[config.mk]
export PLATFORM = sky130hd
export DESIGN_NAME = uart_8251_subset_half_duplex_core_flat
export DESIGN_NICKNAME = d
export VERILOG_FILES = /design/src/design/u8251_pkg.sv /design/src/design/u8251_req_if.sv /design/src/design/u8251_rsp_if.sv /design/src/design/u8251_in_stage.sv /design/src/design/u8251_engine.sv /design/src/design/u8251_out_stage.sv /design/src/design/uart_8251_subset_half_duplex_core.sv /design/src/flat_wrapper.sv
export SDC_FILE = /design/constraint.sdc
export NUM_CORES = 1
export LEC_CHECK = 0
export ABC_AREA = 1
export BUFFER_PORTS_ARGS = -buffer_cell sky130_fd_sc_hd__buf_4
export CAP_MARGIN = 20
export CORE_ASPECT_RATIO = 0.5
export CORE_MARGIN = 1
export CORE_UTILIZATION = 62
export CTS_BUF_LIST = sky130_fd_sc_hd__clkbuf_4 sky130_fd_sc_hd__clkbuf_8
export DETAILED_ROUTE_END_ITERATION = 8
export PLACE_DENSITY = 0.83
export SETUP_SLACK_MARGIN = 0.3
export SYNTH_ARGS = -nofsm -noshare
export SYNTH_HDL_FRONTEND = slang
export SYNTH_SLANG_ARGS = --single-unit
[constraint.sdc]
create_clock -name clk -period 2.5 [get_ports clk]
set_clock_uncertainty 0.1 [all_clocks]
set_input_delay 0.5 -clock clk [delete_from_list [all_inputs] [get_ports clk]]
set_output_delay 0.5 -clock clk [all_outputs]
set_load 0.005 [all_outputs]
[src/design/u8251_pkg.sv]
// Package for the 8251-subset half-duplex UART core.
// Holds command codes, status and control bit positions, and item types.
// No dependencies.
`default_nettype none

package u8251_pkg;

    typedef enum logic [2:0] {
        CMD_CONTROL = 3'd0,
        CMD_DATA_WR = 3'd1,
        CMD_STATUS_RD = 3'd2,
        CMD_DATA_RD = 3'd3,
        CMD_TICK = 3'd4
    } cmd_t;

    localparam int STATUS_W = 6;

    // status flag positions
    localparam int ST_TX_READY = 0;
    localparam int ST_RX_READY = 1;
    localparam int ST_TX_EMPTY = 2;
    localparam int ST_PAR_ERR = 3;
    localparam int ST_OVR_ERR = 4;
    localparam int ST_FRM_ERR = 5;

    localparam logic [STATUS_W-1:0] STATUS_RESET = 6'h05;

    // control byte bit positions
    localparam int CTL_TX_EN = 0;
    localparam int CTL_BREAK = 3;
    localparam int CTL_ERR_CLR = 4;
    localparam int CTL_RESET = 6;

    localparam int ATTN_BIT = 7;

    localparam logic [3:0] FRAME_BITS = 4'd11;
    localparam logic [3:0] PARITY_POS = 4'd9;

    typedef struct packed {
        logic [2:0] command;
        logic [7:0] value;
        logic attention;
        logic response_bit;
    } item_t;

    typedef struct packed {
        logic [7:0] read_data;
        logic accepted;
        logic line_valid;
        logic line_bit;
        logic line_busy;
    } result_t;

endpackage

`default_nettype wire

[src/design/u8251_req_if.sv]
// Request channel interface: valid/ready handshake and the input item fields.
// No dependencies.
`default_nettype none

interface u8251_req_if;
    logic valid;
    logic ready;
    logic [2:0] command;
    logic [7:0] value;
    logic attention;
    logic response_bit;

    modport source (output valid, command, value, attention, response_bit, input ready);
    modport sink (input valid, command, value, attention, response_bit, output ready);
endinterface

`default_nettype wire

[src/design/u8251_rsp_if.sv]
// Response channel interface: valid/ready handshake and the result item fields.
// No dependencies.
`default_nettype none

interface u8251_rsp_if;
    logic valid;
    logic ready;
    logic [7:0] read_data;
    logic accepted;
    logic line_valid;
    logic line_bit;
    logic line_busy;

    modport source (output valid, read_data, accepted, line_valid, line_bit, line_busy,
                    input ready);
    modport sink (input valid, read_data, accepted, line_valid, line_bit, line_busy,
                  output ready);
endinterface

`default_nettype wire

[src/design/u8251_in_stage.sv]
// Input register: captures one request item and holds it until the engine takes it.
// Depends on u8251_pkg and u8251_req_if.
`default_nettype none

module u8251_in_stage (
    input  logic             clk,
    input  logic             rst_n,
    u8251_req_if.sink        request,
    input  logic             take,
    output logic             item_valid,
    output u8251_pkg::item_t item
);
    import u8251_pkg::*;

    logic  valid_reg;
    logic  valid_next;
    item_t item_reg;

    assign request.ready = !valid_reg || take;
    assign valid_next = request.valid || (valid_reg && !take);

    always_ff @(posedge clk or negedge rst_n)
    begin
        if (!rst_n)
        begin
            valid_reg <= 1'b0;
        end
        else if (request.ready)
        begin
            valid_reg <= valid_next;
        end
    end

    always_ff @(posedge clk)
    begin
        if (request.valid && request.ready)
        begin
            item_reg <= '{command: request.command, value: request.value,
                          attention: request.attention,
                          response_bit: request.response_bit};
        end
    end

    assign item_valid = valid_reg;
    assign item = item_reg;

endmodule

`default_nettype wire

[src/design/u8251_engine.sv]
// USART state and single-pass step logic: applies one item to the state and
// forms its result. Depends on u8251_pkg.
`default_nettype none

module u8251_engine (
    input  logic               clk,
    input  logic               rst_n,
    input  logic               fire,
    input  u8251_pkg::item_t   item,
    output u8251_pkg::result_t result
);
    import u8251_pkg::*;

    logic                awaiting_mode_reg, awaiting_mode_next;
    logic                tx_en_reg, tx_en_next;
    logic [STATUS_W-1:0] status_reg, status_next;
    logic                break_held_reg, break_held_next;
    logic [7:0]          tx_byte_reg, tx_byte_next;
    logic [3:0]          tx_idx_reg, tx_idx_next;
    logic                sending_reg, sending_next;
    logic                listening_reg, listening_next;
    logic [3:0]          rx_idx_reg, rx_idx_next;
    logic [7:0]          rx_byte_reg, rx_byte_next;
    logic                rx_par_reg, rx_par_next;
    logic                rx_lead_reg, rx_lead_next;

    logic [3:0] tx_idx_inc;
    logic [3:0] tx_pos;
    logic [3:0] rx_pos;
    logic       tx_line;

    assign tx_idx_inc = tx_idx_reg + 4'd1;
    assign tx_pos = tx_idx_reg - 4'd1;
    assign rx_pos = rx_idx_reg - 4'd1;

    // level of the frame bit at the current transmit index
    always_comb
    begin
        if (tx_idx_reg == 4'd0)
        begin
            tx_line = 1'b0;
        end
        else if (tx_idx_reg < PARITY_POS)
        begin
            tx_line = tx_byte_reg[tx_pos[2:0]];
        end
        else if (tx_idx_reg == PARITY_POS)
        begin
            tx_line = ~^tx_byte_reg;
        end
        else
        begin
            tx_line = 1'b1;
        end
    end

    always_comb
    begin
        awaiting_mode_next = awaiting_mode_reg;
        tx_en_next = tx_en_reg;
        status_next = status_reg;
        break_held_next = break_held_reg;
        tx_byte_next = tx_byte_reg;
        tx_idx_next = tx_idx_reg;
        sending_next = sending_reg;
        listening_next = listening_reg;
        rx_idx_next = rx_idx_reg;
        rx_byte_next = rx_byte_reg;
        rx_par_next = rx_par_reg;
        rx_lead_next = rx_lead_reg;
        result = '0;

        case (cmd_t'(item.command))
            CMD_CONTROL:
            begin
                if (awaiting_mode_reg)
                begin
                    // mode byte: format is fixed, nothing to keep
                    awaiting_mode_next = 1'b0;
                end
                else if (item.value[CTL_RESET])
                begin
                    awaiting_mode_next = 1'b1;
                    tx_en_next = 1'b0;
                    status_next = STATUS_RESET;
                    break_held_next = 1'b0;
                    tx_byte_next = '0;
                    tx_idx_next = '0;
                    sending_next = 1'b0;
                    listening_next = 1'b0;
                    rx_idx_next = '0;
                    rx_byte_next = '0;
                    rx_par_next = 1'b0;
                    rx_lead_next = 1'b0;
                end
                else
                begin
                    tx_en_next = item.value[CTL_TX_EN];
                    if (item.value[CTL_ERR_CLR])
                    begin
                        status_next[ST_PAR_ERR] = 1'b0;
                        status_next[ST_OVR_ERR] = 1'b0;
                        status_next[ST_FRM_ERR] = 1'b0;
                    end
                    if (item.value[CTL_BREAK])
                    begin
                        break_held_next = 1'b1;
                    end
                    else if (break_held_reg)
                    begin
                        // break released: one mark bit
                        break_held_next = 1'b0;
                        result.line_valid = 1'b1;
                        result.line_bit = 1'b1;
                    end
                end
            end
            CMD_DATA_WR:
            begin
                if (!awaiting_mode_reg && tx_en_reg && status_reg[ST_TX_READY])
                begin
                    tx_byte_next = item.value;
                    tx_idx_next = '0;
                    sending_next = 1'b1;
                    status_next[ST_TX_READY] = 1'b0;
                    status_next[ST_TX_EMPTY] = 1'b0;
                    result.accepted = 1'b1;
                end
            end
            CMD_STATUS_RD:
            begin
                result.read_data = {2'b00, status_reg};
                result.read_data[ATTN_BIT] = !item.attention;
            end
            CMD_DATA_RD:
            begin
                result.read_data = rx_byte_reg;
                status_next[ST_RX_READY] = 1'b0;
            end
            CMD_TICK:
            begin
                if (break_held_reg)
                begin
                    result.line_valid = 1'b1;
                    result.line_bit = 1'b0;
                    result.line_busy = 1'b1;
                end
                else if (sending_reg)
                begin
                    result.line_valid = 1'b1;
                    result.line_bit = tx_line;
                    result.line_busy = 1'b1;
                    if (tx_idx_inc >= FRAME_BITS)
                    begin
                        // stop bit sent: turn the line around
                        tx_idx_next = FRAME_BITS;
                        sending_next = 1'b0;
                        listening_next = 1'b1;
                        rx_idx_next = '0;
                        rx_byte_next = '0;
                        rx_par_next = 1'b0;
                        status_next[ST_TX_READY] = 1'b1;
                        status_next[ST_TX_EMPTY] = 1'b1;
                    end
                    else
                    begin
                        tx_idx_next = tx_idx_inc;
                    end
                end
                else if (listening_reg)
                begin
                    if (rx_idx_reg == 4'd0)
                    begin
                        rx_lead_next = item.response_bit;
                    end
                    else if (rx_idx_reg < PARITY_POS)
                    begin
                        rx_byte_next[rx_pos[2:0]] = rx_byte_reg[rx_pos[2:0]]
                                                    | item.response_bit;
                        rx_par_next = rx_par_reg ^ item.response_bit;
                    end
                    else if (rx_idx_reg == PARITY_POS)
                    begin
                        rx_par_next = rx_par_reg ^ item.response_bit;
                    end

                    if (rx_idx_reg >= FRAME_BITS - 4'd1)
                    begin
                        if (rx_lead_reg || !item.response_bit)
                        begin
                            status_next[ST_FRM_ERR] = 1'b1;
                        end
                        if (!rx_par_next)
                        begin
                            status_next[ST_PAR_ERR] = 1'b1;
                        end
                        if (status_reg[ST_RX_READY])
                        begin
                            status_next[ST_OVR_ERR] = 1'b1;
                        end
                        status_next[ST_RX_READY] = 1'b1;
                        listening_next = 1'b0;
                    end
                    else
                    begin
                        rx_idx_next = rx_idx_reg + 4'd1;
                        result.line_busy = 1'b1;
                    end
                end
            end
            default:
            begin
            end
        endcase
    end

    always_ff @(posedge clk or negedge rst_n)
    begin
        if (!rst_n)
        begin
            awaiting_mode_reg <= 1'b1;
            tx_en_reg <= 1'b0;
            status_reg <= STATUS_RESET;
            break_held_reg <= 1'b0;
            tx_byte_reg <= '0;
            tx_idx_reg <= '0;
            sending_reg <= 1'b0;
            listening_reg <= 1'b0;
            rx_idx_reg <= '0;
            rx_byte_reg <= '0;
            rx_par_reg <= 1'b0;
            rx_lead_reg <= 1'b0;
        end
        else if (fire)
        begin
            awaiting_mode_reg <= awaiting_mode_next;
            tx_en_reg <= tx_en_next;
            status_reg <= status_next;
            break_held_reg <= break_held_next;
            tx_byte_reg <= tx_byte_next;
            tx_idx_reg <= tx_idx_next;
            sending_reg <= sending_next;
            listening_reg <= listening_next;
            rx_idx_reg <= rx_idx_next;
            rx_byte_reg <= rx_byte_next;
            rx_par_reg <= rx_par_next;
            rx_lead_reg <= rx_lead_next;
        end
    end

`ifndef SYNTHESIS
    a_tx_ready_tracks_send: assert property (@(posedge clk) disable iff (!rst_n)
        status_reg[ST_TX_READY] == !sending_reg
        && status_reg[ST_TX_EMPTY] == !sending_reg)
        else $error("tx ready/empty out of step with sending");

    a_tx_index_range: assert property (@(posedge clk) disable iff (!rst_n)
        sending_reg |-> tx_idx_reg < FRAME_BITS)
        else $error("transmit index past frame while sending");

    a_rx_index_range: assert property (@(posedge clk) disable iff (!rst_n)
        listening_reg |-> rx_idx_reg < FRAME_BITS)
        else $error("receive index past frame");

    a_state_holds_idle: assert property (@(posedge clk) disable iff (!rst_n)
        !fire |=> $stable(status_reg) && $stable(sending_reg) && $stable(listening_reg))
        else $error("state changed without an item");
`endif

endmodule

`default_nettype wire

[src/design/u8251_out_stage.sv]
// Result register: holds one result item until the response side takes it.
// Depends on u8251_pkg and u8251_rsp_if.
`default_nettype none

module u8251_out_stage (
    input  logic               clk,
    input  logic               rst_n,
    u8251_rsp_if.source        response,
    input  logic               load,
    input  u8251_pkg::result_t result,
    output logic               room
);
    import u8251_pkg::*;

    logic    valid_reg;
    result_t result_reg;

    assign room = !valid_reg || response.ready;

    always_ff @(posedge clk or negedge rst_n)
    begin
        if (!rst_n)
        begin
            valid_reg <= 1'b0;
        end
        else if (room)
        begin
            valid_reg <= load;
        end
    end

    always_ff @(posedge clk)
    begin
        if (load)
        begin
            result_reg <= result;
        end
    end

    assign response.valid = valid_reg;
    assign response.read_data = result_reg.read_data;
    assign response.accepted = result_reg.accepted;
    assign response.line_valid = result_reg.line_valid;
    assign response.line_bit = result_reg.line_bit;
    assign response.line_busy = result_reg.line_busy;

endmodule

`default_nettype wire

[src/design/uart_8251_subset_half_duplex_core.sv]
// Top level of the 8251-subset half-duplex UART (8 data bits, odd parity, 1 stop).
// Depends on u8251_pkg, u8251_req_if, u8251_rsp_if and the stage modules.
//
//  channel    dir   handshake     payload
//  request    in    valid/ready   command, value, attention, response_bit
//  response   out   valid/ready   read_data, accepted, line_valid, line_bit, line_busy
//
// One item per cycle sustained while the response is not stalled; a request item is
// registered in the input register, then its result goes through the step logic into the result register.
// The state update for an item happens in the cycle it moves into the result register.
// A stalled response holds its result and the item behind it; the request side
// keeps taking items while the input register is free.
// Reset: control and engine state asynchronous to power-on values; item and result data are not reset.
`default_nettype none

module uart_8251_subset_half_duplex_core (
    input  logic      clk,
    input  logic      rst_n,
    u8251_req_if.sink request,
    u8251_rsp_if.source response
);
    import u8251_pkg::*;

    logic    item_valid;
    item_t   item;
    result_t result;
    logic    room;
    logic    fire;

    assign fire = item_valid && room;

    u8251_in_stage u_in_stage (
        .clk        (clk),
        .rst_n      (rst_n),
        .request    (request),
        .take       (fire),
        .item_valid (item_valid),
        .item       (item)
    );

    u8251_engine u_engine (
        .clk    (clk),
        .rst_n  (rst_n),
        .fire   (fire),
        .item   (item),
        .result (result)
    );

    u8251_out_stage u_out_stage (
        .clk      (clk),
        .rst_n    (rst_n),
        .response (response),
        .load     (fire),
        .result   (result),
        .room     (room)
    );

endmodule

`default_nettype wire
[src/flat_wrapper.sv]
// flat-port wrapper written by rule: the top's interface ports become plain ports
module uart_8251_subset_half_duplex_core_flat import u8251_pkg::*;
  (clk, rst_n, request_valid, request_command, request_value, request_attention, request_response_bit, request_ready, response_valid, response_read_data, response_accepted, response_line_valid, response_line_bit, response_line_busy, response_ready);
  u8251_req_if request_i ();
  u8251_rsp_if response_i ();
  input  logic clk;
  input  logic rst_n;
  input wire logic [$bits(request_i.valid)-1:0] request_valid;
  input wire logic [$bits(request_i.command)-1:0] request_command;
  input wire logic [$bits(request_i.value)-1:0] request_value;
  input wire logic [$bits(request_i.attention)-1:0] request_attention;
  input wire logic [$bits(request_i.response_bit)-1:0] request_response_bit;
  output wire logic [$bits(request_i.ready)-1:0] request_ready;
  output wire logic [$bits(response_i.valid)-1:0] response_valid;
  output wire logic [$bits(response_i.read_data)-1:0] response_read_data;
  output wire logic [$bits(response_i.accepted)-1:0] response_accepted;
  output wire logic [$bits(response_i.line_valid)-1:0] response_line_valid;
  output wire logic [$bits(response_i.line_bit)-1:0] response_line_bit;
  output wire logic [$bits(response_i.line_busy)-1:0] response_line_busy;
  input wire logic [$bits(response_i.ready)-1:0] response_ready;
  assign request_i.valid = request_valid;
  assign request_i.command = request_command;
  assign request_i.value = request_value;
  assign request_i.attention = request_attention;
  assign request_i.response_bit = request_response_bit;
  assign request_ready = request_i.ready;
  assign response_valid = response_i.valid;
  assign response_read_data = response_i.read_data;
  assign response_accepted = response_i.accepted;
  assign response_line_valid = response_i.line_valid;
  assign response_line_bit = response_i.line_bit;
  assign response_line_busy = response_i.line_busy;
  assign response_i.ready = response_ready;
  uart_8251_subset_half_duplex_core u_core (.clk(clk), .rst_n(rst_n), .request(request_i), .response(response_i));
endmodule
==> results of run 1 <==
==> power breakdown <==
| group | switching, mW | leakage (nW) | total (mW) | internal [mW] |
|---|---|---|---|---|
| clock | 0.382 | 0.101 | 0.840 | 0.458 |
| sequential | 0.102 | 0.740 | 1.31 | 1.21 |
| combinational | 0.407 | 1.09 | 0.627 | 0.220 |
==> synthesized netlist by cell type (all sizes together) <==
| cell type | number | area [µm²] |
|---|---|---|
| a311oi | 1 | 8.76 |
| clkbuf | 1 | 3.75 |
| nand3 | 50 | 275 |
| o211ai | 1 | 7.51 |
| nand2 | 130 | 488 |
| inv | 66 | 248 |
| nand4 | 11 | 68.8 |
| nor2 | 32 | 153 |
| xnor2 | 5 | 43.8 |
| nand3b | 2 | 15.0 |
| and2 | 2 | 12.5 |
| o21ai | 41 | 205 |
| xor2 | 2 | 17.5 |
| ha | 9 | 113 |
| nor3b | 2 | 15.0 |
| a21oi | 11 | 58.8 |
| nor3 | 4 | 41.3 |
| dfstp | 2 | 52.6 |
| edfxtp | 25 | 751 |
| buf | 5 | 31.3 |
| dfrtp | 36 | 901 |
==> layer usage <==
metal  wire [µm]  GRT usage, %
met3         663          9.92
met4         131          9.85
met2        3840          50.0
met5           0             0
met1        3540          38.3
==> area by class of cell <==
cell class | instances | share of cell area (%)
inverters | 66 | 6.16
flip-flops and latches | 63 | 42.4
clock inverters | 1 | 0.124
well taps | 70 | 2.18
repair buffers | 35 | 6.54
multi-input cells | 303 | 38.1
clock buffers | 15 | 4.51
==> worst max path at each step <==
stage | end | from
final | u_core.u_engine.rx_byte_reg[6]$_DFFE_PN0P_ | u_core.u_engine.rx_idx_reg[1]$_DFFE_PN0P_
after global routing | u_core.u_engine.rx_byte_reg[2]$_DFFE_PN0P_ | u_core.u_engine.rx_idx_reg[1]$_DFFE_PN0P_
after CTS | u_core.u_engine.rx_byte_reg[6]$_DFFE_PN0P_ | u_core.u_in_stage.item[10]$_DFFE_PP_
after detailed placement | u_core.u_engine.rx_byte_reg[5]$_DFFE_PN0P_ | response_ready
after global placement | u_core.u_engine.rx_byte_reg[1]$_DFFE_PN0P_ | response_ready
after floorplan | u_core.u_engine.tx_byte_reg[6]$_DFFE_PN0P_ | response_ready
==> placed cells by master, fill, tap and decap left out, drive strengths merged <==
cell type | netlist | layout
clkbuf | 1 | 15
o211ai | 1 | 1
inv | 66 | 66
clkinv | 0 | 1
o21ai | 41 | 41
xnor2 | 5 | 5
dfrtp | 36 | 36
nor3b | 2 | 2
a311oi | 1 | 1
dfstp | 2 | 2
nand3b | 2 | 2
nor3 | 4 | 4
buf | 5 | 35
nor2 | 32 | 32
nand3 | 50 | 50
and2 | 2 | 2
nand4 | 11 | 11
xor2 | 2 | 2
ha | 9 | 9
edfxtp | 25 | 25
nand2 | 130 | 130
a21oi | 11 | 11
==> cell families after synthesis <==
kind of cell               count (synthesis)
AOI/OAI and AO/OA                         54
xor gates and xnor gates                   7
adders and majority gates                  9
buffers and inverters                     72
DFF                                       63
and+or+nand+nor                          233
==> what timing repair did <==
action,CTS,global route
resized for setup,0,3
endpoints found under the hold margin,0,0
endpoints found under the setup margin,0,9
==> critical path, cell delays in order (launching register included) <==
cell,delay (ns)
dfrtp_1,0.41
inv_1,0.11
ha_1,0.41
inv_1,0.12
nand2_1,0.08
nand2_1,0.05
nand2_1,0.07
nand3_1,0.25
nand2_1,0.14
inv_1,0.05
nand3_1,0.08
nand2_1,0.06
==> impl_results.md, run 1 <==
- Number of flip-flops under the largest register name: 13
- Peak Freq: 0.493 GHz
- Total global routing overflow: 0
- Routability cong.: 0.897
- Die Span Y: 55.2 µm
- Worst EP arrival: 2.18 ns
- WL/cell: 14.8 µm
- DP Wirelength: 5.93 mm
- Post-route ant nets: 0
- Final Util: 77.6%
- Die ar.: 5980 µm²
- Number of setup buffers added after CTS: 0
- Clock-pin slew on the worst setup and hold paths: 0.07 ns
- Die W: 108 µm
- Routed vias: 3126
- Post-synth cell types: 29
- Worst reg2reg path endpoint: u_core.u_engine.rx_byte_reg[6]$_DFFE_PN0P_
- Avg Cell Area, Syn: 8.01 µm²
- Sink Count: 63
- Pwr Total: 2.77 mW
- Placed Area: 3820 µm²
- ANT cells: 0
- Critical R2R Launch: u_core.u_engine.rx_idx_reg[1]$_DFFE_PN0P_
- WP data required: 2.65 ns
- Unrepaired setup endpoints after global routing: true
- Main combinational cell family by area after synthesis: simple AND/OR/NAND/NOR gates
- CTS tree: yes
- Worst-path maximum fanout: 8
- Mapped Area: 3510 µm²
- Status: finished clean
- Sequential-to-total area share from yosys stat: 48.6%
- Simple-gate share of the synthesized area: 30.4%
- Hold/Removal Path Class: in2async
- Aggregate global-route resource usage: 30.5%
- YS warnings: 0
- Hold_buf cts: 0
- Register-to-register path setup slack: 0.47 ns
- Final hold vios: 0
- Io pins: 31
- Pre-antenna DRT Iters: 5
- Initial detailed-routing violation count: 284
- Area of the multi-input gates: 1530 µm²
- Worst vdd ir: 538 µV
- Final wirelength: 8.17 mm
- Register bit total from synthesis: 63
- Syn Inst Count: 438
- Pre-CTS setup slack: 0.381 ns
- Worst setup EP type: register
- Skew-Pair Late Insertion Delay: 0.36 ns
- MaxCap Viol Count: 0
- Area grow syn2layout: 14.5%
- Finished Layout Cells: 553
- Total CTS buffers: 9
- Post-Synth XOR/XNOR Area: 1.75%
- WHS: 0.00443 ns
- Root Driver: clkbuf_8
- Initial antenna violation count: 0
- H-tree depth: 3
- Final worst slack: 0.471 ns
- Buffers on Ports: 30
- Fin crit period: 2.03 ns
- Setup TNS: 0 ns
- Initial core utilization: 67.8%
- CTS Buffer Depth: 2
- DP Cell Count: 537
- Global-route wire length before repair: 13.9 mm
- Compound-gate portion of the synthesized area: 7.99%
- Final Cell Area: 4020 µm²
- Vias per inst: 5.65
- Final setup fails: 0
- Row count: 18
- Startpoint class of the critical path: register
- Pin count of the biggest net entering global routing: 39
- Tcrit/Tclk final: 81.1%
- Storage element area: 1710 µm²
- P per Cell Area: 690 nW/µm²
- Vias in the first global route: 3031
- Worst slew margin: 56.2%
- Leakage power total: 1.93 nW
- DR DRC count: 0
- Post-Synth Adder-Cell Area: 3.21%
- Syn nets: 464
- CP Class: reg2reg
- Filler cells: 374
- Worst-Margin Slew: 0.657 ns
- Ratio of cells with drive above 1 in the final layout: 15.5%
- Max-slew violation count: 0
- Core box area: 5180 µm²
- Worst reg2reg path depth: 11
- Multiplexer share of the synthesized area: 0%
- NumNets Final: 504
(Power assumes the default switching activity.)
==> run 2, diff against run 1 <==
--- a/config.mk
+++ b/config.mk
@@ -10,10 +10,10 @@
 export CAP_MARGIN = 20
 export CORE_ASPECT_RATIO = 0.5
 export CORE_MARGIN = 1
-export CORE_UTILIZATION = 62
+export CORE_UTILIZATION = 56
 export CTS_BUF_LIST = sky130_fd_sc_hd__clkbuf_4 sky130_fd_sc_hd__clkbuf_8
 export DETAILED_ROUTE_END_ITERATION = 8
-export PLACE_DENSITY = 0.83
+export PLACE_DENSITY = 0.79
 export SETUP_SLACK_MARGIN = 0.3
 export SYNTH_ARGS = -nofsm -noshare
 export SYNTH_HDL_FRONTEND = slang
==> constraint.sdc (replaced) <==
create_clock -name clk -period 1.73 [get_ports clk]
set_clock_uncertainty 0.1 [all_clocks]
set_input_delay 0.346 -clock clk [delete_from_list [all_inputs] [get_ports clk]]
set_output_delay 0.346 -clock clk [all_outputs]
set_load 0.005 [all_outputs]
==> run 2 against run 1 <==
Net effect:
- the run now ends with negative setup slack left
- utilization is 12 points higher
- die area is 10% higher
- non-clock buffer count is 64 higher
- critical path depth is 3 lower
- worst hold slack better by 0.030 ns
- clock power is 79% higher
- combinational power is 140% higher
- register-to-register slack worse by 0.74 ns
- largest cell class is now multi-input gates
==> impl_results.md, run 2 (synthesized netlist as in run 1, its figures left out) <==
- Status: finished with violations
- Violated checks: negative setup slack
- Final worst slack: -0.269 ns
- WL/cell: 22.0 µm
- Hold wc startpoint: request_value[3]
- Hold/Removal Path Class: in2reg
- Routed wl met2: 6.34 mm
- Skew-Pair Late Insertion Delay: 0.38 ns
- Finished Layout Cells: 631
- Initial antenna violation count: 1
- Ratio of cells with drive above 1 in the final layout: 40.6%
- Top routing layer used: met4
- MaxCap Viol Count: 0
- Cell family with the largest share of critical-path delay: compound AO/OA/AOI/OAI gates
- Total global routing overflow: 0
- Wire length on met3: 1.74 mm
- WP data required: 1.76 ns
- Pre-CTS setup slack: -0.0609 ns
- Combinational share of power: 30.3%
- Switching part of the total power: 35.4%
- Aggregate global-route resource usage: 31.6%
- Critical path origin: u_core.u_engine.tx_idx_reg[0]$_DFFE_PN0P_
- DP Cell Count: 575
- Row count: 19
- Initial core utilization: 61.0%
- Worst-Margin Slew: 0.521 ns
- Startpoint class of the critical path: register
- Core box area: 5750 µm²
- Die Span Y: 58.0 µm
- Peak Freq: 0.500 GHz
- Vias in the first global route: 3304
- Io pins: 31
- WHS: 0.0347 ns
- Number of flip-flops under the largest register name: 13
- Top cell by count, worst path: nand2_1
- H-tree depth: 3
- CTS Buffer Depth: 2
- Initial detailed-routing violation count: 699
- Crit path cell chain: buf_4, buf_4, o21ai_0, nand2_1, nand2_1, o211ai_1, nand3_1, nand2_1
- Pwr Total: 4.92 mW
- CP Class: reg2reg
- Post-route ant nets: 0
- Fin crit period: 2.00 ns
- DR DRC count: 0
- DP Wirelength: 6.00 mm
- Die W: 114 µm
- M1 WL: 4.55 mm
- Final wirelength: 13.9 mm
- Critical R2R Launch: u_core.u_engine.tx_idx_reg[0]$_DFFE_PN0P_
- CTS tree: yes
- Buf/Inv on CP: 2
- Worst vdd ir: 1160 µV
- Worst slew margin: 65.3%
- Sink Count: 63
- Pin count of the biggest net entering global routing: 39
- NumNets Final: 568
- Unrepaired setup endpoints after global routing: true
- ANT cells: 0
- Buffers on Ports: 30
- Slowest stage delay, CP: 0.45 ns
- Leakage power total: 2.41 nW
- Leading cell type in the layout, fill and taps excluded: nand2_1
- P per Cell Area: 952 nW/µm²
- Total CTS buffers: 9
- Worst EP arrival: 2.03 ns
- Crit-path slowest cell: dfrtp_2
- Final setup fails: 35
- Root Driver: clkbuf_8
- Worst setup EP type: register
- Clock-pin slew on the worst setup and hold paths: 0.08 ns
- Int Pwr: 3.18 mW
- Area grow syn2layout: 47.2%
- Final hold vios: 0
- Vias per inst: 6.55
- Clk pwr share: 30.4%
- Routed vias: 4133
- Die ar.: 6610 µm²
- Pre-antenna DRT Iters: 7
- Max-slew violation count: 0
- Final Util: 89.8%
- Tcrit/Tclk final: 116%
- Commonest cells after routing, fill and taps aside: nand2_1, buf_4, inv_1, dfrtp_1, nand3_1
- Worst-path maximum fanout: 8
- Routability cong.: 0.920
- Reg power frac: 39.3%
- NetSw: 1.74 mW
- Global-route wire length before repair: 15.5 mm
==> run 2: changes by cell type in the layout (fill, tap and decap cells not counted), sizes merged <==
cell	previous run	this run
clkinv	1	2
inv	66	65
dlygate4sd3	0	1
clkinvlp	0	1
bufinv	0	2
clkbuf	15	14
buf	35	96
==> run 2: power groups by stage <==
stage	Clock (mW)	Sequential (mW)	Combinational, mW
after floorplan	0	1.87	0.697
after global placement	0	1.89	0.985
after detailed placement	0	1.90	1.02
after CTS	1.47	1.88	1.13
after global routing	1.55	1.94	1.58
final	1.50	1.93	1.49
==> run 2: metrics by stage <==
stage | TNS (ns) | instance area [µm²]
finish | -5.72 | 5170
global route | -7.79 | 5170
CTS | 0 | 4680
detailed placement | -0.468 | 4140
global placement | -0.103 | 4140
floorplan | 0 | 3620
==> run 2: final timing paths <==
path	depth (start not counted)	slack, ns	endpoint
worst max-delay path	8	-0.27	u_core.u_out_stage.response.line_bit$_SDFFCE_PP0P_
worst min-delay path	1	0.03	u_core.u_in_stage.item[5]$_DFFE_PP_
worst max register to register	8	-0.27	u_core.u_out_stage.response.line_bit$_SDFFCE_PP0P_
worst min register to register	2	0.42	u_core.u_engine.status_reg[0]$_DFFE_PN1P_
max in group asynchronous	2	0.75	u_core.u_engine.tx_idx_reg[0]$_DFFE_PN0P_
min in group asynchronous	2	0.38	u_core.u_engine.rx_byte_reg[2]$_DFFE_PN0P_
==> run 2: final cells by class <==
class / instances / area (µm²)
multi-input cells: 303 / 1970
repair buffers: 99 / 905
well taps: 84 / 105
inverters: 66 / 262
fillers: 201 / 586
clock inverters: 4 / 70.1
flip-flops and latches: 63 / 1710
clock buffers: 12 / 153
==> run 2: per-layer routing <==
layer / track usage, % / up-vias
met1: 37.0 / 1919
met2: 54.3 / 408
li1: - / 1648
met3: 11.9 / 158
met4: 10.9 / 0
met5: 0 / -
==> run 2: repair_timing <==
action,CTS,global route
gates resized for setup,61,88
endpoints found under the hold margin,36,0
setup buffers,20,17
hold buffers,1,0
setup endpoints to repair,59,70
gates cloned,0,2
pin swaps,23,24
==> run 3, diff against run 2 <==
--- a/config.mk
+++ b/config.mk
@@ -17,4 +17,5 @@
 export SETUP_SLACK_MARGIN = 0.3
 export SYNTH_ARGS = -nofsm -noshare
 export SYNTH_HDL_FRONTEND = slang
+export SYNTH_HIERARCHICAL = 1
 export SYNTH_SLANG_ARGS = --single-unit
==> run 3 against run 2 <==
Net effect:
- the run now fails in 5_1_grt
- synthesized cell count fell by 2.1%
- area after synthesis shrank 0.78%
==> impl_results.md, run 3 <==
- Last stage: 5_1_grt
- Sequential-to-total area share from yosys stat: 48.9%
- Pre-CTS setup slack: -0.0698 ns
- Io pins: 31
- EDFF count, synth: 25
- Routability cong.: 0.878
- Synth top area cells: dfrtp_1, edfxtp_1, nand2_1, inv_1, nand3_1
- Total global routing overflow: 13
- Mapped Area: 3480 µm²
- CTS Buffer Depth: 2
- Synth top cells by count: nand2_1, inv_1, nand3_1, dfrtp_1, o21ai_0
- Die W: 114 µm
- Aggregate global-route resource usage: 72.1%
- Row count: 19
- DP Wirelength: 6.09 mm
- Post-synth cell types: 31
- DP Cell Count: 567
- Total CTS buffers: 9
- Most frequent cell after synthesis: nand2_1
- Sink Count: 63
- Synth area leader: dfrtp_1
- Syn nets: 455
- Register bit total from synthesis: 63
- Status: did not finish
- Synth Flop Type: dfrtp_1
- Top-area cell type share of the netlist area: 25.9%
- Pin count of the biggest net entering global routing: 39
- YS warnings: 6
- Avg Cell Area, Syn: 8.12 µm²
- Buffers on Ports: 30
- Grt repair worst endpoint: u_core/u_out_stage/response.line_bit$_DFFE_PP_/D
- Async S/R FF share, synth: 60.3%
- Error: [ERROR GRT-0232] Routing congestion too high. Check the congestion heatmap in the GUI.
- Die Span Y: 57.8 µm
- Worst End Pin Type: register data pin
- Initial core utilization: 60.8%
- Syn Inst Count: 429
- H-tree depth: 3
- Root Driver: clkbuf_8
## run 3: metal layers
layer	GRT usage, %	GRT overflow
met5	17.8	0
met1	75.3	0
met3	56.0	0
met2	88.3	9
met4	70.9	4
## run 3: what timing repair did
action                     in CTS
gates cloned                    2
hold buffers                    1
hold endpoints to repair       36
setup endpoints to repair      60
resized for setup             100
pin swaps                      32
buffers inserted               31
## run 3: kinds of logic after synthesis
kind of cell | Yosys count | share of synthesized area [%]
and+or+nand+nor | 218 | 28.6
xor gates and xnor gates | 9 | 2.26
DFF | 63 | 48.9
AOI/OAI and AO/OA | 58 | 8.91
buffers and inverters | 72 | 8.05
adders and majority gates | 9 | 3.23
## run 3: per-stage QoR
step | hold slack, ns | TNS, ns | util (%) | area [µm²]
after global placement | 0.245 | 0 | 73.0 | 4180
after CTS | 0.0531 | -0.290 | 88.3 | 5060
after detailed placement | 0.249 | -0.320 | 73.0 | 4180
after floorplan | -0.0496 | 0 | - | 3650
==> run 4, diff against run 3 <==
--- a/config.mk
+++ b/config.mk
@@ -8,13 +8,10 @@
 export ABC_AREA = 1
 export BUFFER_PORTS_ARGS = -buffer_cell sky130_fd_sc_hd__buf_4
 export CAP_MARGIN = 20
-export CORE_ASPECT_RATIO = 0.5
 export CORE_MARGIN = 1
-export CORE_UTILIZATION = 56
-export CTS_BUF_LIST = sky130_fd_sc_hd__clkbuf_4 sky130_fd_sc_hd__clkbuf_8
+export CORE_UTILIZATION = 40
 export DETAILED_ROUTE_END_ITERATION = 8
-export PLACE_DENSITY = 0.79
-export SETUP_SLACK_MARGIN = 0.3
+export PLACE_DENSITY_LB_ADDON = 0.15
 export SYNTH_ARGS = -nofsm -noshare
 export SYNTH_HDL_FRONTEND = slang
 export SYNTH_HIERARCHICAL = 1
==> constraint.sdc (replaced) <==
create_clock -name clk -period 2.2 [get_ports clk]
set_clock_uncertainty 0.1 [all_clocks]
set_input_delay 0.44 -clock clk [delete_from_list [all_inputs] [get_ports clk]]
set_output_delay 0.44 -clock clk [all_outputs]
set_load 0.005 [all_outputs]
==> run 4 against run 3 <==
Net effect:
- the run now ends clean
- synthesized cell count unchanged
- area after synthesis did not move
==> impl_results.md, run 4 <==
- Status: finished clean
- Register bit total from synthesis: 63
- Pre-antenna DRT Iters: 5
- Post-CTS Resized: 0
- Synth top area cells: dfrtp_1, edfxtp_1, nand2_1, inv_1, nand3_1
- Routed vias: 2968
- Total CTS buffers: 9
- Pin count of the biggest net entering global routing: 39
- Met2 Usage GRT: 26.3%
- Hold/Removal Path Class: in2reg
- Worst setup EP type: primary output
- Async S/R FF share, synth: 60.3%
- CTS tree: yes
- Io pins: 31
- Cell family with the largest share of critical-path delay: buffers and inverters
- Vias in the first global route: 2657
- WL/cell: 13.3 µm
- Most frequent cell after synthesis: nand2_1
- Top-area cell type share of the netlist area: 25.9%
- Vias per inst: 5.07
- Worst slew margin: 65.3%
- Worst vdd ir: 342 µV
- Hold wc startpoint: request_value[0]
- Worst-path maximum fanout: 5
- Min-Delay Endpoint: u_core/u_in_stage/item[2]$_DFFE_PP_
- Number of setup buffers added after CTS: 0
- Initial core utilization: 41.7%
- EDFF count, synth: 25
- Die ar.: 9080 µm²
- Commonest cells after routing, fill and taps aside: nand2_1, inv_1, nand3_1, buf_4, dfrtp_1
- Worst reg2reg path depth: 11
- Critical R2R Launch: u_core/u_engine/rx_idx_reg[1]$_DFFE_PN0P_
- Clock-pin slew on the worst setup and hold paths: 0.08 ns
- Pwr Total: 3.62 mW
- Syn nets: 455
- Sequential-to-total area share from yosys stat: 48.9%
- Crit path cell chain: nand2_2, nand2_1, inv_1, buf_4, inv_1, nand2_1, buf_4
- Routability cong.: 0.778
- Final hold vios: 0
- Final wirelength: 7.77 mm
- Met1 Use GR: 29.2%
- Row count: 33
- DP Wirelength: 5.64 mm
- Skew-Pair Late Insertion Delay: 0.35 ns
- Initial detailed-routing violation count: 168
- Final setup fails: 0
- Root Driver: clkbuf_8
- Fin crit period: 1.99 ns
- Number of flip-flops under the largest register name: 13
- Die Span Y: 95.3 µm
- Register-to-register path setup slack: 0.23 ns
- Global-route wire length before repair: 13.1 mm
- Post-route ant nets: 0
- Initial antenna violation count: 0
- Max-slew violation count: 0
- Sink Count: 63
- MaxCap Viol Count: 0
- Ratio of cells with drive above 1 in the final layout: 16.3%
- Worst reg2reg path endpoint: u_core/u_engine/rx_byte_reg[7]$_DFFE_PN0P_
- Tcrit/Tclk final: 90.3%
- Worst Hold Depth: 1
- NumNets Final: 501
- H-tree depth: 3
- Mapped Area: 3480 µm²
- Worst EP arrival: 1.45 ns
- Unrepaired setup endpoints after global routing: false
- Syn Inst Count: 429
- P per Cell Area: 885 nW/µm²
- Post-synth cell types: 31
- CTS Buffer Depth: 2
- Synth Flop Type: dfrtp_1
- Crit-path slowest cell: dfrtp_1
- Avg Cell Area, Syn: 8.12 µm²
- Die W: 95.3 µm
- Leading cell type in the layout, fill and taps excluded: nand2_1
- Synth top cells by count: nand2_1, inv_1, nand3_1, dfrtp_1, o21ai_0
- M3 GR Usage: 3.67%
- Peak Freq: 0.504 GHz
- Total global routing overflow: 0
- Core box area: 8340 µm²
- Buf/Inv on CP: 4
- Synth area leader: dfrtp_1
- DR DRC count: 0
- Buffers on Ports: 30
- WP data required: 1.66 ns
- ANT cells: 0
- Top Usage Layer GRT: met1
- CP Class: reg2out
- Area grow syn2layout: 17.5%
- Slowest stage delay, CP: 0.40 ns
- Worst-Margin Slew: 0.520 ns
- YS warnings: 6
- Startpoint class of the critical path: register
- Leakage power total: 1.94 nW
- Aggregate global-route resource usage: 19.4%
- Setup TNS: 0 ns
-- run 4: cell counts after synthesis --
Identical to the previous run, type by type.
-- run 4: area by class of cell --
class | count | area, µm²
fillers | 826 | 4250
well taps | 105 | 131
inverters | 66 | 248
multi-input cells | 294 | 1500
flip-flops and latches | 63 | 1700
clock inverters | 7 | 72.6
clock buffers | 9 | 124
repair buffers | 41 | 310
-- run 4: where the power goes --
group,leakage [nW],internal (mW),switching [mW]
combinational,1.10,0.382,0.627
clock,0.0956,0.524,0.497
sequential,0.745,1.44,0.150
-- run 4: logic make-up (layout without fill, tap and decap cells) --
| logic type | Yosys count | count (layout) | synth area share, % |
|---|---|---|---|
| compound gates | 58 | 58 | 8.91 |
| xor+xnor | 9 | 9 | 2.26 |
| fa+ha+maj | 9 | 9 | 3.23 |
| buf+inv | 72 | 123 | 8.05 |
| flops | 63 | 63 | 48.9 |
| simple gates | 218 | 218 | 28.6 |
-- run 4: repair_timing --
item,4_1_cts,5_1_grt
setup endpoints to repair,0,0
hold buffers,1,0
hold endpoints to repair,35,0
-- run 4: through the flow --
step / utilization, % / hold slack (ns) / instances / instance area [µm²] / setup WS [ns]
global placement: 46.6 / 0.358 / 568 / 3880 / 0.287
global route: 49.1 / 0.139 / 585 / 4090 / 0.0326
detailed placement: 46.6 / 0.361 / 568 / 3880 / 0.247
finish: 49.1 / 0.160 / 585 / 4090 / 0.214
CTS: 49.1 / 0.153 / 585 / 4090 / 0.187
floorplan: - / 0.0444 / 429 / 3490 / 0.207
-- run 4: how the worst max path moves through the flow --
stage | from | end | slack, ns | cells past startpoint
2_1_floorplan | response_ready | u_core/u_in_stage/item[0]$_DFFE_PP_ | 0.21 | 6
5_1_grt | u_core/u_engine/tx_idx_reg[0]$_DFFE_PN0P_ | u_core/u_out_stage/response.line_bit$_DFFE_PP_ | 0.03 | 11
3_3_place_gp | u_core/u_engine/tx_idx_reg[0]$_DFFE_PN0P_ | u_core/u_out_stage/response.line_bit$_DFFE_PP_ | 0.29 | 11
6_report | u_core/u_out_stage/response.valid$_DFFE_PN0P_ | request_ready | 0.21 | 7
4_1_cts | u_core/u_out_stage/response.valid$_DFFE_PN0P_ | request_ready | 0.19 | 7
3_5_place_dp | u_core/u_engine/rx_idx_reg[1]$_DFFE_PN0P_ | u_core/u_engine/rx_byte_reg[0]$_DFFE_PN0P_ | 0.25 | 11
-- run 4: layer usage --
metal  share of wire (%)  vias to the layer above
met4                 1.8                        0
met3                 3.4                        9
li1                    -                     1499
met5                   0                        -
met1                  52                     1406
met2                  43                       54
